`config.mk`:
```
export PLATFORM = sky130hd
export DESIGN_NAME = rptw_seq
export DESIGN_NICKNAME = d
export VERILOG_FILES = /design/src/rtl/rptw_pkg.sv /design/src/rtl/rptw_seq.sv
export SDC_FILE = /design/constraint.sdc
export NUM_CORES = 1
export LEC_CHECK = 0
export CORE_UTILIZATION = 30
export DETAILED_ROUTE_END_ITERATION = 16
export DONT_BUFFER_PORTS = 1
export GPL_TIMING_DRIVEN = 0
export PLACE_DENSITY = 0.56
export SYNTH_ARGS = -nofsm -noshare
export SYNTH_HDL_FRONTEND = slang
export SYNTH_SLANG_ARGS = --single-unit
```
`constraint.sdc`:
```
create_clock -name i_clk -period 2.7 [get_ports i_clk]
set_clock_uncertainty 0.2 [all_clocks]
set_input_delay 0.405 -clock i_clk [delete_from_list [all_inputs] [get_ports i_clk]]
set_output_delay 0.405 -clock i_clk [all_outputs]
set_load 0.03 [all_outputs]
```
`src/rtl/rptw_pkg.sv`:
```
package rptw_pkg;

    localparam int ENTRY_W        = 64;
    localparam int IDX_W          = 9;
    localparam int PAGE_SHIFT     = 12;
    localparam int VPN_W          = 45;
    localparam int PPN_W          = 52;
    localparam int CMD_W          = 2;
    localparam int ROOT_W         = 6;
    localparam int FREE_W         = 7;
    localparam int LVL_W          = 3;
    localparam int DIGIT_W        = 4;
    localparam int OP_W           = 4;
    localparam int COND_W         = 4;
    localparam int PC_W           = 5;
    localparam int DEF_NUM_FRAMES = 64;
    localparam int DEF_LEVELS     = 5;

    localparam logic [CMD_W-1:0] CMD_QUERY = 2'd0;
    localparam logic [CMD_W-1:0] CMD_MAP   = 2'd1;
    localparam logic [CMD_W-1:0] CMD_UNMAP = 2'd2;

    typedef struct packed {
        logic [CMD_W-1:0] command;
        logic [VPN_W-1:0] virtual_page;
        logic [PPN_W-1:0] physical_page;
    } t_in_word;

    typedef struct packed {
        logic             hit;
        logic [PPN_W-1:0] mapped_page;
        logic             status;
    } t_out_word;

    // datapath actions
    localparam logic [OP_W-1:0] OP_NOP    = 4'd0;
    localparam logic [OP_W-1:0] OP_SWEEP  = 4'd1;
    localparam logic [OP_W-1:0] OP_ACCEPT = 4'd2;
    localparam logic [OP_W-1:0] OP_FRAME  = 4'd3;
    localparam logic [OP_W-1:0] OP_READ   = 4'd4;
    localparam logic [OP_W-1:0] OP_MODE   = 4'd5;
    localparam logic [OP_W-1:0] OP_ZSTART = 4'd6;
    localparam logic [OP_W-1:0] OP_LINK   = 4'd7;
    localparam logic [OP_W-1:0] OP_FAIL   = 4'd8;
    localparam logic [OP_W-1:0] OP_HIT    = 4'd9;
    localparam logic [OP_W-1:0] OP_UNMAP  = 4'd10;
    localparam logic [OP_W-1:0] OP_WLEAF  = 4'd11;
    localparam logic [OP_W-1:0] OP_EMIT   = 4'd12;

    // jump conditions
    localparam logic [COND_W-1:0] C_NEVER       = 4'd0;
    localparam logic [COND_W-1:0] C_ALWAYS      = 4'd1;
    localparam logic [COND_W-1:0] C_NO_ITEM     = 4'd2;
    localparam logic [COND_W-1:0] C_MOD_BUSY    = 4'd3;
    localparam logic [COND_W-1:0] C_CMD_BAD     = 4'd4;
    localparam logic [COND_W-1:0] C_LEVEL_ZERO  = 4'd5;
    localparam logic [COND_W-1:0] C_ENTRY_VALID = 4'd6;
    localparam logic [COND_W-1:0] C_CMD_MAP     = 4'd7;
    localparam logic [COND_W-1:0] C_NO_FRAME    = 4'd8;
    localparam logic [COND_W-1:0] C_ROW_MORE    = 4'd9;
    localparam logic [COND_W-1:0] C_CLR_MORE    = 4'd10;
    localparam logic [COND_W-1:0] C_CMD_UNMAP   = 4'd11;
    localparam logic [COND_W-1:0] C_OUT_FULL    = 4'd12;

    // program steps
    localparam logic [PC_W-1:0] STEP_CLR    = 5'd0;
    localparam logic [PC_W-1:0] STEP_IDLE   = 5'd1;
    localparam logic [PC_W-1:0] STEP_ROOT   = 5'd2;
    localparam logic [PC_W-1:0] STEP_CHK    = 5'd3;
    localparam logic [PC_W-1:0] STEP_DISP   = 5'd4;
    localparam logic [PC_W-1:0] STEP_RD     = 5'd5;
    localparam logic [PC_W-1:0] STEP_TEST   = 5'd6;
    localparam logic [PC_W-1:0] STEP_MISS   = 5'd7;
    localparam logic [PC_W-1:0] STEP_ABORT  = 5'd8;
    localparam logic [PC_W-1:0] STEP_DESC   = 5'd9;
    localparam logic [PC_W-1:0] STEP_NEXT   = 5'd10;
    localparam logic [PC_W-1:0] STEP_LOOP   = 5'd11;
    localparam logic [PC_W-1:0] STEP_ALLOC  = 5'd12;
    localparam logic [PC_W-1:0] STEP_ZSTART = 5'd13;
    localparam logic [PC_W-1:0] STEP_ZERO   = 5'd14;
    localparam logic [PC_W-1:0] STEP_LINK   = 5'd15;
    localparam logic [PC_W-1:0] STEP_FAIL   = 5'd16;
    localparam logic [PC_W-1:0] STEP_LEAF   = 5'd17;
    localparam logic [PC_W-1:0] STEP_LREAD  = 5'd18;
    localparam logic [PC_W-1:0] STEP_LTEST  = 5'd19;
    localparam logic [PC_W-1:0] STEP_HIT    = 5'd20;
    localparam logic [PC_W-1:0] STEP_UNMAP  = 5'd21;
    localparam logic [PC_W-1:0] STEP_WLEAF  = 5'd22;
    localparam logic [PC_W-1:0] STEP_EMIT   = 5'd23;
    localparam logic [PC_W-1:0] STEP_RET    = 5'd24;

    typedef struct packed {
        logic [OP_W-1:0]   op;
        logic [COND_W-1:0] cond;
        logic [PC_W-1:0]   target;
    } t_ctrl;

    typedef struct packed {
        logic no_item;
        logic mod_busy;
        logic cmd_bad;
        logic cmd_map;
        logic cmd_unmap;
        logic entry_valid;
        logic level_zero;
        logic no_frame;
        logic row_more;
        logic clr_more;
        logic out_full;
    } t_flags;

    function automatic t_ctrl cw(input logic [OP_W-1:0] op, input logic [COND_W-1:0] cond,
                                 input logic [PC_W-1:0] target);
        t_ctrl c;
        c.op     = op;
        c.cond   = cond;
        c.target = target;
        return c;
    endfunction

    // control store
    function automatic t_ctrl ucode(input logic [PC_W-1:0] pc);
        t_ctrl c;
        case (pc)
            STEP_CLR:    c = cw(OP_SWEEP,  C_CLR_MORE,    STEP_CLR);
            STEP_IDLE:   c = cw(OP_ACCEPT, C_NO_ITEM,     STEP_IDLE);
            STEP_ROOT:   c = cw(OP_FRAME,  C_MOD_BUSY,    STEP_ROOT);
            STEP_CHK:    c = cw(OP_NOP,    C_CMD_BAD,     STEP_EMIT);
            STEP_DISP:   c = cw(OP_NOP,    C_LEVEL_ZERO,  STEP_LEAF);
            STEP_RD:     c = cw(OP_READ,   C_NEVER,       STEP_CLR);
            STEP_TEST:   c = cw(OP_NOP,    C_ENTRY_VALID, STEP_DESC);
            STEP_MISS:   c = cw(OP_NOP,    C_CMD_MAP,     STEP_ALLOC);
            STEP_ABORT:  c = cw(OP_NOP,    C_ALWAYS,      STEP_EMIT);
            STEP_DESC:   c = cw(OP_MODE,   C_NEVER,       STEP_CLR);
            STEP_NEXT:   c = cw(OP_FRAME,  C_MOD_BUSY,    STEP_NEXT);
            STEP_LOOP:   c = cw(OP_NOP,    C_ALWAYS,      STEP_DISP);
            STEP_ALLOC:  c = cw(OP_NOP,    C_NO_FRAME,    STEP_FAIL);
            STEP_ZSTART: c = cw(OP_ZSTART, C_NEVER,       STEP_CLR);
            STEP_ZERO:   c = cw(OP_SWEEP,  C_ROW_MORE,    STEP_ZERO);
            STEP_LINK:   c = cw(OP_LINK,   C_ALWAYS,      STEP_DISP);
            STEP_FAIL:   c = cw(OP_FAIL,   C_ALWAYS,      STEP_EMIT);
            STEP_LEAF:   c = cw(OP_NOP,    C_CMD_MAP,     STEP_WLEAF);
            STEP_LREAD:  c = cw(OP_READ,   C_NEVER,       STEP_CLR);
            STEP_LTEST:  c = cw(OP_NOP,    C_CMD_UNMAP,   STEP_UNMAP);
            STEP_HIT:    c = cw(OP_HIT,    C_ALWAYS,      STEP_EMIT);
            STEP_UNMAP:  c = cw(OP_UNMAP,  C_ALWAYS,      STEP_EMIT);
            STEP_WLEAF:  c = cw(OP_WLEAF,  C_ALWAYS,      STEP_EMIT);
            STEP_EMIT:   c = cw(OP_EMIT,   C_OUT_FULL,    STEP_EMIT);
            STEP_RET:    c = cw(OP_NOP,    C_ALWAYS,      STEP_IDLE);
            default:     c = cw(OP_NOP,    C_ALWAYS,      STEP_IDLE);
        endcase
        return c;
    endfunction

endpackage

```
`src/rtl/rptw_seq.sv`:
```
module rptw_seq (
    input  logic             i_clk,
    input  logic             i_rst_n,
    input  rptw_pkg::t_flags i_flags,
    output rptw_pkg::t_ctrl  o_ctrl
);
    import rptw_pkg::*;

    logic [PC_W-1:0] r_pc;
    logic [PC_W-1:0] n_pc;
    t_ctrl           ctrl;
    logic            jump;

    assign ctrl = ucode(r_pc);

    always_comb begin
        case (ctrl.cond)
            C_NEVER:       jump = 1'b0;
            C_ALWAYS:      jump = 1'b1;
            C_NO_ITEM:     jump = i_flags.no_item;
            C_MOD_BUSY:    jump = i_flags.mod_busy;
            C_CMD_BAD:     jump = i_flags.cmd_bad;
            C_LEVEL_ZERO:  jump = i_flags.level_zero;
            C_ENTRY_VALID: jump = i_flags.entry_valid;
            C_CMD_MAP:     jump = i_flags.cmd_map;
            C_NO_FRAME:    jump = i_flags.no_frame;
            C_ROW_MORE:    jump = i_flags.row_more;
            C_CLR_MORE:    jump = i_flags.clr_more;
            C_CMD_UNMAP:   jump = i_flags.cmd_unmap;
            C_OUT_FULL:    jump = i_flags.out_full;
            default:       jump = 1'b0;
        endcase
        n_pc = jump ? ctrl.target : r_pc + 1'b1;
    end

    always_ff @(posedge i_clk) begin
        if (!i_rst_n) begin
            r_pc <= STEP_CLR;
        end else begin
            r_pc <= n_pc;
        end
    end

    assign o_ctrl = ctrl;

endmodule

```
; ---- Word-level counts from Yosys, hierarchy flattened
; Memory sizes are Yosys's and may differ from the RTL's. A register that Yosys moved wholly into a read port is not among the register bits.
; Index checks and enable logic that the tools add are counted.
; W data, S select, Z words.
[op_classes]
add_sub_neg = 1
mul = 0
div_mod_pow = 0
magnitude_cmp = 0
eq_ne = 12
shift = 0
n_mux = 3
bitwise = 0
reduce_logical = 0
[ops]
columns = op, count
row1 = $eq A4 B4 Y1 const B, 5
row2 = $eq A4 B3 Y1 const B, 4
row3 = $pmux W1 S12, 1
row4 = $mux W5, 2
row5 = $eq A4 B2 Y1 const B, 2
row6 = $add A5 B1 Y5 const B, 1
row7 = $eq A4 B1 Y1 const B, 1
[totals]
ff_bits = 5
latchBits = 0
mem_bits_rw = 0
romBits = 416
in_bits = 13
out_inout_bits = 13
elab_cells = 18
mem_count = 1
[mem_list]
columns = name, words, width, read_ports, rd_ports_with_merged_regs, wr, line
row1 = (name not given), 32, 13, 1, 1, 0, rptw_pkg.sv:124  ; case (pc)

; ---- Depth between registers and ports, before layout
; Gate-level depths: netlist (run 1).
[logic_depth]
depth_word = 4
depth_mapped = 12
mapped_depth_nobuf = 11

; ---- Least setup slack after synthesis (run 1)
; Ideal clock, no wire load.
[synth_path]
kind = register -> register
from = register o_ctrl[5] (netlist name)
to = register o_ctrl[5] (netlist name)
setup_ns = 0.122
arrival_time_ns = 2.772
path_slack_ns = -0.394
path_stages_with_launch = 13
path_buffers = 1
period_less_slack_ns = 3.094
cell_sequence = dfxtp_1 -> buf_6 -> or3b_1 -> a21oi_1 -> nand2_1 -> nand2_1 -> mux2i_1 -> nor2b_1 -> inv_1 -> ha_1 -> a21oi_2 -> a211oi_1 -> o32a_1
[synth_via]
elab_chain_cells = 4
[synth_lines]
columns = item, line
row1 = $eq A4 B4 Y1 (tied with other cells), rptw_seq.sv:17  ; case (ctrl.cond)
row2 = $pmux W1 S12 *, rptw_seq.sv:17
row3 = $mux W5 *, rptw_seq.sv:33  ; n_pc = jump ? ctrl.target : r_pc + 1'b1;
row4 = $mux W5 (no line) *, n/a
; Every way passes the cells marked *; elsewhere a longest branch is shown, timed or not.
; A chain may end at the register's enable or synchronous reset.

; ---- Worst setup path after layout (run 1)
[layout_path]
from = register o_ctrl[5] (netlist name)
to = register o_ctrl[5] (netlist name)
[layout_via]
elab_chain_cells = 4
[layout_lines]
columns = item, line
row1 = $eq A4 B4 Y1 (tied with other cells), rptw_seq.sv:17
row2 = $pmux W1 S12 *, rptw_seq.sv:17
row3 = $mux W5 *, rptw_seq.sv:33
row4 = $mux W5 (no line) *, n/a
; Marks and branches as above.

==> results.py, run 1 <==
metrics = {
    "routing": {
        "viasPerCell": 5.82,
        "drc": 8,
        "met3_length_um": 210,
        "num_vias": 1332,
        "drt-total-wl_um": 4300,
        "wl_per_cell_um": 18.8,
        "drt_iter0_drc": 74,
        "ant_nets": 0,
        "drt-pass1-iter-count": 10,
        "route.met2.wl_um": 2200,
        "maxUsedRoutingLayer": "met4",
        "wl_met1_um": 1840,
    },
    "timing": {
        "worst_pin_slew_ns": 0.534,
        "rsz0062_at_grt": "true",
        "period_needed_ns": 2.78,
        "finalHoldViolations": 0,
        "fin_crit_sh_pct": 103,
        "max_freq_mhz": 359,
        "setup_tns_ns": -0.290,
        "fin_ws_ns": -0.0840,
        "slew_headroom_pct": 64.3,
        "setup_viol_count_final": 7,
        "final_max_slew_viol_count": 0,
    },
    "cts": {
        "holdBufCountCts": 0,
        "cts_tree": "done",
        "clock_latency_ns": 0.26,
        "cts_sinks": 18,
        "cts_inserted_buffers": 3,
        "root_buffer": "clkbuf_8",
        "cts_buffer_depth": 2,
        "clk_pin_slew_ns": 0.08,
        "h-tree-depth": 1,
    },
    "worst_hold_path": {
        "hold_start": "i_rst_n",
        "hold_path_depth": 3,
        "min_to": "o_ctrl[0]$_DFF_P_",
        "hp-class": "in2reg",
    },
    "place": {
        "portBuffers": 0,
        "postPlaceCellArea_um2": 1520,
        "routabilityCongestion": 0.858,
        "dp_hpwl_um": 2790,
        "dp_slack_ns": -0.361,
    },
    "outcome": {
        "outcome": "finished, violations left",
        "violations": "DRC, setup timing",
    },
    "floorplanning": {
        "row_count": 24,
        "core_um2": 4440,
        "die_h_um": 70.5,
        "start_util_pct": 31.6,
        "dieArea_um2": 4970,
        "die_w_um": 70.5,
        "ioPinCount": 26,
    },
    "final_layout": {
        "n_fill_cell": 416,
        "syn2layout_area_growth_pct": 37.6,
        "fin_util_pct": 43.6,
        "nets": 202,
        "n_antenna_cell": 0,
        "drive_above_1_share_pct": 42.9,
        "final_area_um2": 1940,
    },
    "global_route": {
        "grtUsageTotal_pct": 17.0,
        "antenna_found_initial": 0,
        "grt_pass1_wl_um": 6670,
        "grt_overflow": 0,
        "grt_pass1_vias": 1340,
        "grt_max_degree": 11,
    },
    "worst_setup_path": {
        "worstSetupStartpointType": "flip-flop",
        "crit_fanout": 6,
        "crit_required_ns": 2.65,
        "path_class": "reg2reg",
        "cp_data_arrival_time_ns": 2.73,
        "rrSetupSlack_ns": -0.08,
        "endpoint_kind": "flip-flop",
        "reg2reg_from": "o_ctrl[5]$_DFF_P_",
        "reg2regPathDepth": 12,
        "r2r-end": "o_ctrl[5]$_DFF_P_",
    },
    "synthesis": {
        "yosysWarnings": 0,
        "synthDistinctLibCells": 53,
        "syn_nets": 177,
        "yosys.area.top_type": "dfxtp_1",
        "synth_most_common_cell": "dfxtp_1",
        "synthesis.area_um2": 1410,
        "synth_top_area_share_pct": 25.6,
        "async_flop_share_pct": 0,
        "syn-instance-count": 153,
        "syn_avg_cell_area_um2": 9.19,
        "synth.area.top_cells": "dfxtp_1 (26%), ha_1 (9.8%), mux2i_1 (7.8%)",
        "yosysSeqAreaShare_pct": 25.6,
        "yosys_most_used_dff": "dfxtp_1",
        "synth_edf_count": 0,
        "synthTopCellsByCount": "dfxtp_1 (18), nand2_1 (14), a21oi_1 (12)",
        "ys_ff_latch": 18,
    },
    "flow_run": {
        "max_cap_violations": 0,
    },
}
==> cell type report <==
class | count | area [µm²] | area share [%]
well taps | 52 | 65.1 | 3.36
multi-input cells | 121 | 1180 | 61.0
repair buffers | 22 | 185 | 9.57
plain buffers | 5 | 48.8 | 2.52
inverters | 7 | 42.5 | 2.20
clock buffers | 4 | 45.0 | 2.33
flip-flops and latches | 18 | 369 | 19.1
==> logic make-up after synthesis <==
group | count (synthesis) | synth area share, %
simple gates | 42 | 18.0
flops | 18 | 25.6
mux | 13 | 9.43
fa+ha+maj | 11 | 9.79
compound gates | 49 | 27.7
buf+inv | 14 | 5.78
xor+xnor | 6 | 3.74
==> critical path: stages (launching register included) <==
cell and delay, ns:
dfxtp_4 0.40, buf_6 0.14, or3b_4 0.38, a21oi_4 0.17, nand2_4 0.10, nand2_4 0.10
mux2i_4 0.08, nor2b_4 0.28, inv_4 0.08, ha_4 0.24, a21oi_4 0.14, a211oi_2 0.05
o32a_1 0.29
==> layout by cell type, fill, tap and decap left out, types with 4 or more instances in the layout <==
master,instances
buf_4,19
dfxtp_1,15
nand2_1,11
mux2i_1,10
a21oi_1,10
ha_1,6
ha_4,5
buf_6,4
nand3_1,4
xnor2_1,4
==> how the worst max path moves through the flow <==
stage                      startpoint                end  slack (ns)
global route        o_ctrl[5]$_DFF_P_  o_ctrl[5]$_DFF_P_       -0.19
floorplan           o_ctrl[5]$_DFF_P_  o_ctrl[5]$_DFF_P_      -0.005
CTS                 o_ctrl[5]$_DFF_P_  o_ctrl[5]$_DFF_P_       -0.06
global placement    o_ctrl[5]$_DFF_P_  o_ctrl[5]$_DFF_P_       -0.32
finish              o_ctrl[5]$_DFF_P_  o_ctrl[5]$_DFF_P_       -0.08
detailed placement  o_ctrl[5]$_DFF_P_  o_ctrl[5]$_DFF_P_       -0.36
==> state kept, by name, summed over array words and instances, names as in the netlist <==
signal  flops
o_ctrl     13
r_pc        5
==> through the flow <==
step	instances	hold WS [ns]
after floorplan	153	0.402
after global placement	205	0.438
after detailed placement	205	0.454
after CTS	220	0.385
after global routing	229	0.348
final	229	0.341
==> timing repair <==
action | 4_1_cts | 5_1_grt
pin swaps | 11 | 12
gates resized for setup | 28 | 18
cloned | 1 | 0
setup endpoints to repair | 12 | 11
hold endpoints to repair | 0 | 0
buffers inserted | 11 | 10
==> layer usage <==
metal / global-route usage [%] / vias up
met3: 2.89 / 8
met2: 29.4 / 47
li1: - / 618
met5: 0 / -
met1: 21.6 / 659
met4: 4.76 / 0
Power of run 1 is left out: the tool's default activity adds up to more than one toggle a clock period on the data nets, which glitch-free logic cannot reach.
==> inputs of run 2 (changes only) <==
--- a/config.mk
+++ b/config.mk
@@ -5,6 +5,7 @@
 export SDC_FILE = /design/constraint.sdc
 export NUM_CORES = 1
 export LEC_CHECK = 0
+export CORE_ASPECT_RATIO = 0.6
 export CORE_UTILIZATION = 30
 export DETAILED_ROUTE_END_ITERATION = 16
 export DONT_BUFFER_PORTS = 1
==> run 2 against run 1 <==
Compared with the run above:
- the run ends with setup timing left
- register-to-register slack better by 0.03 ns
- non-clock buffer count shrank 3
- core utilization increased by 0.19 points
- first-iteration DRC count increased by 46%
- global-route usage is 0.37 points higher
- via count shrank 2.3%
- die area grew 0.19%
- hold slack improved by 0.0024 ns
- wire length down 1.6%
- sequential share of layout area rose by 0.68 points
- critical path depth is the same
- largest cell class unchanged
- sequential cell count unchanged
==> results.py, run 2 (synthesis gave the netlist of run 1 again) <==
metrics = {
    "final_layout": {
        "final_common_cell": "buf_4",
        "n_fill_cell": 417,
        "most-common-layout-cells": "buf_4 (18), dfxtp_1 (15), nand2_1 (12), mux2i_1 (10), a21oi_1 (10)",
        "drive_above_1_share_pct": 42.0,
        "largest_reg_flops": 13,
        "syn2layout_area_growth_pct": 33.8,
        "n_antenna_cell": 0,
        "nets": 199,
        "final_area_um2": 1880,
    },
    "floorplanning": {
        "row_count": 18,
        "ioPinCount": 26,
        "core_um2": 4300,
        "die_w_um": 90.4,
        "dieArea_um2": 4970,
        "die_h_um": 55.0,
        "start_util_pct": 32.7,
    },
    "global_route": {
        "grt_max_degree": 12,
        "grt_overflow": 0,
        "grt_pass1_wl_um": 6530,
        "grt_pass1_vias": 1261,
        "grtUsageTotal_pct": 17.4,
        "antenna_found_initial": 0,
    },
    "worst_setup_path": {
        "crit_required_ns": 2.63,
        "cpPeakStageDelay_ns": 0.39,
        "path_class": "reg2reg",
        "endpoint_kind": "flip-flop",
        "crit_fanout": 6,
        "crit_family": "simple AND/OR/NAND/NOR gates",
        "crit_slowest_cell": "dfxtp_4",
        "crit_buf_inv": 2,
        "worstSetupStartpointType": "flip-flop",
        "worstPathCellList": "buf_6, or3b_4, a21oi_4, nand2_4, nand2_4, mux2i_4, nor2b_4, inv_4, ha_4, a21oi_4, a211oi_2, o32a_1",
        "cp_data_arrival_time_ns": 2.68,
    },
    "outcome": {
        "violations": "setup timing",
        "outcome": "finished, violations left",
    },
    "cts": {
        "holdBufCountCts": 0,
        "cts_sinks": 18,
        "h-tree-depth": 1,
        "root_buffer": "clkbuf_8",
        "clock_latency_ns": 0.25,
        "cts_inserted_buffers": 3,
        "cts_tree": "done",
        "clk_pin_slew_ns": 0.06,
        "cts_buffer_depth": 2,
    },
    "routing": {
        "ant_nets": 0,
        "drt_iter0_drc": 108,
        "num_vias": 1302,
        "wl_per_cell_um": 18.1,
        "drt-total-wl_um": 4230,
        "viasPerCell": 5.56,
        "drt-pass1-iter-count": 4,
        "drc": 0,
    },
    "place": {
        "routabilityCongestion": 0.864,
        "dp_slack_ns": -0.410,
        "postPlaceCellArea_um2": 1530,
        "dp_hpwl_um": 2830,
        "portBuffers": 0,
    },
    "timing": {
        "rsz0062_at_grt": "true",
        "fin_ws_ns": -0.0514,
        "timing.hold.ws_ns": 0.343,
        "slew_headroom_pct": 63.7,
        "fin_crit_sh_pct": 102,
        "setup_tns_ns": -0.134,
        "final_max_slew_viol_count": 0,
        "max_freq_mhz": 363,
        "setup_viol_count_final": 4,
        "period_needed_ns": 2.75,
        "finalHoldViolations": 0,
        "worst_pin_slew_ns": 0.544,
    },
    "worst_hold_path": {
        "hp-class": "in2reg",
    },
    "flow_run": {
        "max_cap_violations": 0,
    },
}
run 2: cell count changes in the layout (fill, tap and decap cells not counted), sizes merged:
cell,previous run,this run
clkbuf,6,5
buf,25,23
run 2: cell type report:
type / count / area [µm²] / area share, %
multi-input cells: 121 / 1160 / 61.4
flip-flops and latches: 18 / 372 / 19.7
repair buffers: 19 / 140 / 7.45
well taps: 60 / 75.1 / 3.99
clock buffers: 4 / 55.1 / 2.93
plain buffers: 5 / 46.3 / 2.46
inverters: 7 / 37.5 / 1.99
run 2: worst reg2reg max path: stages, from the launching register on:
cell and delay, ns:
dfxtp_4 0.39, buf_6 0.14, or3b_4 0.38, a21oi_4 0.17, nand2_4 0.10, nand2_4 0.10, mux2i_4 0.08, nor2b_4 0.27
inv_4 0.06, ha_4 0.24, a21oi_4 0.13, a211oi_2 0.05, o32a_1 0.32
run 2: worst paths after layout:
kind / end / startpoint / slack [ns] / depth (start not counted)
worst max-delay path: o_ctrl[5]$_DFF_P_ / o_ctrl[5]$_DFF_P_ / -0.05 / 12
worst min-delay path: o_ctrl[0]$_DFF_P_ / i_rst_n / 0.34 / 3
worst max register to register: o_ctrl[5]$_DFF_P_ / o_ctrl[5]$_DFF_P_ / -0.05 / 12
worst min register to register: r_pc[0]$_SDFF_PN0_ / r_pc[0]$_SDFF_PN0_ / 0.44 / 2
run 2: repair_timing:
item | CTS | global route
pin swaps | 10 | 7
buffers inserted | 11 | 7
setup endpoints to repair | 12 | 10
gates resized for setup | 27 | 11
cloned | 1 | 0
run 2: metal layers:
| metal | routed length [µm] | global-route usage (%) | share of wire, % | up-vias |
|---|---|---|---|---|
| li1 | - | - | - | 618 |
| met1 | 1980 | 23.1 | 47 | 619 |
| met2 | 1860 | 28.5 | 44 | 59 |
| met3 | 333 | 4.37 | 7.9 | 6 |
| met4 | 61 | 5.11 | 1.4 | 0 |
| met5 | 0 | 0 | 0 | - |
run 2: metrics by stage:
| stage | cells | util (%) |
|---|---|---|
| floorplan | 153 | - |
| global placement | 213 | 35.6 |
| detailed placement | 213 | 35.6 |
| CTS | 227 | 41.4 |
| global route | 234 | 43.7 |
| finish | 234 | 43.7 |
Power of run 2 is left out for the same reason.
==> inputs of run 3 (changes only) <==
--- a/config.mk
+++ b/config.mk
@@ -5,6 +5,7 @@
 export SDC_FILE = /design/constraint.sdc
 export NUM_CORES = 1
 export LEC_CHECK = 0
+export ABC_AREA = 1
 export CORE_ASPECT_RATIO = 0.6
 export CORE_UTILIZATION = 30
 export DETAILED_ROUTE_END_ITERATION = 16
@@ -14,3 +15,4 @@
 export SYNTH_ARGS = -nofsm -noshare
 export SYNTH_HDL_FRONTEND = slang
 export SYNTH_SLANG_ARGS = --single-unit
+export TNS_END_PERCENT = 10
==> run 3 against run 2 <==
Compared with the run above:
- sequential cell count stayed put
- the run now ends clean
- final cell count up 4.7%
- critical endpoint is now o_ctrl[0]$_DFF_P_
- hold slack worse by 0.039 ns
- non-clock buffer count shrank 17
==> results.py, run 3 <==
metrics = {
    "outcome": {
        "outcome": "completed",
    },
    "worst_setup_path": {
        "endpoint_kind": "flip-flop",
        "crit_family": "simple AND/OR/NAND/NOR gates",
        "cp_data_arrival_time_ns": 2.44,
        "crit_fanout": 8,
        "worstPathCellList": "buf_6, inv_1, nand2_1, nor2_1, nor2_1, nand2_1, nand2_2, nand2_4, nor2_1, nor2_4, inv_1, ha_4, inv_1, nand3_1, nand2_1, o211ai_1",
        "path_class": "reg2reg",
        "cpPeakStageDelay_ns": 0.41,
        "crit_required_ns": 2.63,
        "worstSetupStartpointType": "flip-flop",
        "crit_buf_inv": 4,
        "rrSetupSlack_ns": 0.19,
        "crit_slowest_cell": "dfxtp_4",
    },
    "cts": {
        "cts_sinks": 18,
        "holdBufCountCts": 0,
        "clock_latency_ns": 0.26,
        "cts_tree": "done",
        "cts_inserted_buffers": 3,
        "cts_buffer_depth": 2,
        "root_buffer": "clkbuf_8",
        "h-tree-depth": 1,
        "clk_pin_slew_ns": 0.07,
    },
    "timing": {
        "slew_headroom_pct": 74.5,
        "final_max_slew_viol_count": 0,
        "worst_pin_slew_ns": 0.382,
        "period_needed_ns": 2.51,
        "setup_tns_ns": 0,
        "max_freq_mhz": 399,
        "fin_crit_sh_pct": 92.8,
        "setup_viol_count_final": 0,
        "finalHoldViolations": 0,
        "rsz0062_at_grt": "true",
    },
    "final_layout": {
        "largest_reg_flops": 13,
        "most-common-layout-cells": "nand2_1 (48), nand3_1 (25), dfxtp_1 (15), inv_1 (13)",
        "final_common_cell": "nand2_1",
        "drive_above_1_share_pct": 25.4,
        "nets": 210,
        "syn2layout_area_growth_pct": 12.6,
        "n_antenna_cell": 0,
        "fin_util_pct": 36.3,
    },
    "synthesis": {
        "yosys.area.top_type": "dfxtp_1",
        "yosys_most_used_dff": "dfxtp_1",
        "synth.area.top_cells": "dfxtp_1 (27%), nand2_1 (13%), ha_1 (10%)",
        "syn_nets": 204,
        "syn_avg_cell_area_um2": 7.54,
        "synthDistinctLibCells": 28,
        "async_flop_share_pct": 0,
        "yosysSeqAreaShare_pct": 26.6,
        "synthTopCellsByCount": "nand2_1 (48), nand3_1 (25), dfxtp_1 (18)",
        "synthesis.area_um2": 1360,
        "ys_ff_latch": 18,
        "syn-instance-count": 180,
        "synth_edf_count": 0,
        "synth_top_area_share_pct": 26.6,
        "synth_most_common_cell": "nand2_1",
        "yosysWarnings": 0,
    },
    "routing": {
        "num_vias": 1149,
        "drt_iter0_drc": 103,
        "ant_nets": 0,
        "wl_per_cell_um": 13.1,
        "drt-total-wl_um": 3200,
        "drt-pass1-iter-count": 4,
        "viasPerCell": 4.69,
        "drc": 0,
    },
    "floorplanning": {
        "dieArea_um2": 4800,
        "core_um2": 4210,
        "die_h_um": 54.1,
        "ioPinCount": 26,
        "row_count": 18,
        "start_util_pct": 32.2,
        "die_w_um": 88.8,
    },
    "global_route": {
        "grt_max_degree": 12,
        "antenna_found_initial": 0,
        "grt_overflow": 0,
        "grt_pass1_vias": 1021,
        "grtUsageTotal_pct": 14.3,
        "grt_pass1_wl_um": 4970,
    },
    "place": {
        "routabilityCongestion": 0.868,
        "dp_hpwl_um": 2410,
        "portBuffers": 0,
    },
    "worst_hold_path": {
        "hp-class": "in2reg",
    },
    "flow_run": {
        "max_cap_violations": 0,
    },
}
## run 3: changes by cell type in the layout (fill, tap and decap cells not counted), sizes merged, moves of 3 or more
cell / before / now
a21oi: 13 / 4
a211oi: 4 / 0
nand3: 6 / 32
buf: 23 / 7
mux2i: 11 / 0
inv: 6 / 19
nor2: 2 / 16
nor3b: 3 / 0
xnor2: 4 / 0
nand2: 16 / 57
a21o: 3 / 0
## run 3: cell families after synthesis
kind of cell | share of synthesized area, %
adders and majority gates | 10.1
DFF | 26.6
AOI/OAI and AO/OA | 6.18
xor gates and xnor gates | 1.94
and+or+nand+nor | 44.7
buffers and inverters | 10.4
## run 3: tightest hold or removal path: cells and delay by family
family                 cells  cell delay [ns]
buffers and inverters      1             0.13
and+or+nand+nor            2             0.18
## run 3: metrics by stage
stage	area, µm²	setup WS [ns]	hold slack [ns]	instances
after global placement	1430	-0.253	0.442	240
final	1530	0.193	0.304	245
after CTS	1500	0.00444	0.300	245
after floorplan	1360	0.175	0.405	180
after global routing	1530	-0.0199	0.326	245
after detailed placement	1430	-0.260	0.432	240
## run 3: final timing paths
path	startpoint	endpoint	cells after the start
hold / removal	i_rst_n	r_pc[2]$_SDFF_PN0_	3
hold reg to reg	r_pc[1]$_SDFF_PN0_	r_pc[1]$_SDFF_PN0_	3
setup reg to reg	o_ctrl[6]$_DFF_P_	o_ctrl[0]$_DFF_P_	16
setup / recovery	o_ctrl[6]$_DFF_P_	o_ctrl[0]$_DFF_P_	16
## run 3: routing by layer
layer,track usage (%),wire length (µm),vias up
li1,-,-,590
met1,20.7,1620,504
met2,20.3,1200,49
met3,3.99,333,6
met4,4.57,44,0
met5,0,0,-
## run 3: area by class of cell
cell class	instances	area (µm²)
fill	462	2680
buffer	6	67.6
inverter	19	76.3
timing repair buffer	1	7.51
clock buffer	4	55.1
sequential	18	369
multi-input combinational	137	877
tap	60	75.1
## run 3: repair_timing
item / in CTS / in global routing
endpoints found under the setup margin: 8 / 10
pin swaps: 1 / 1
resized for setup: 4 / 6
setup buffers: 1 / 0
Power of run 3 is left out for the same reason.
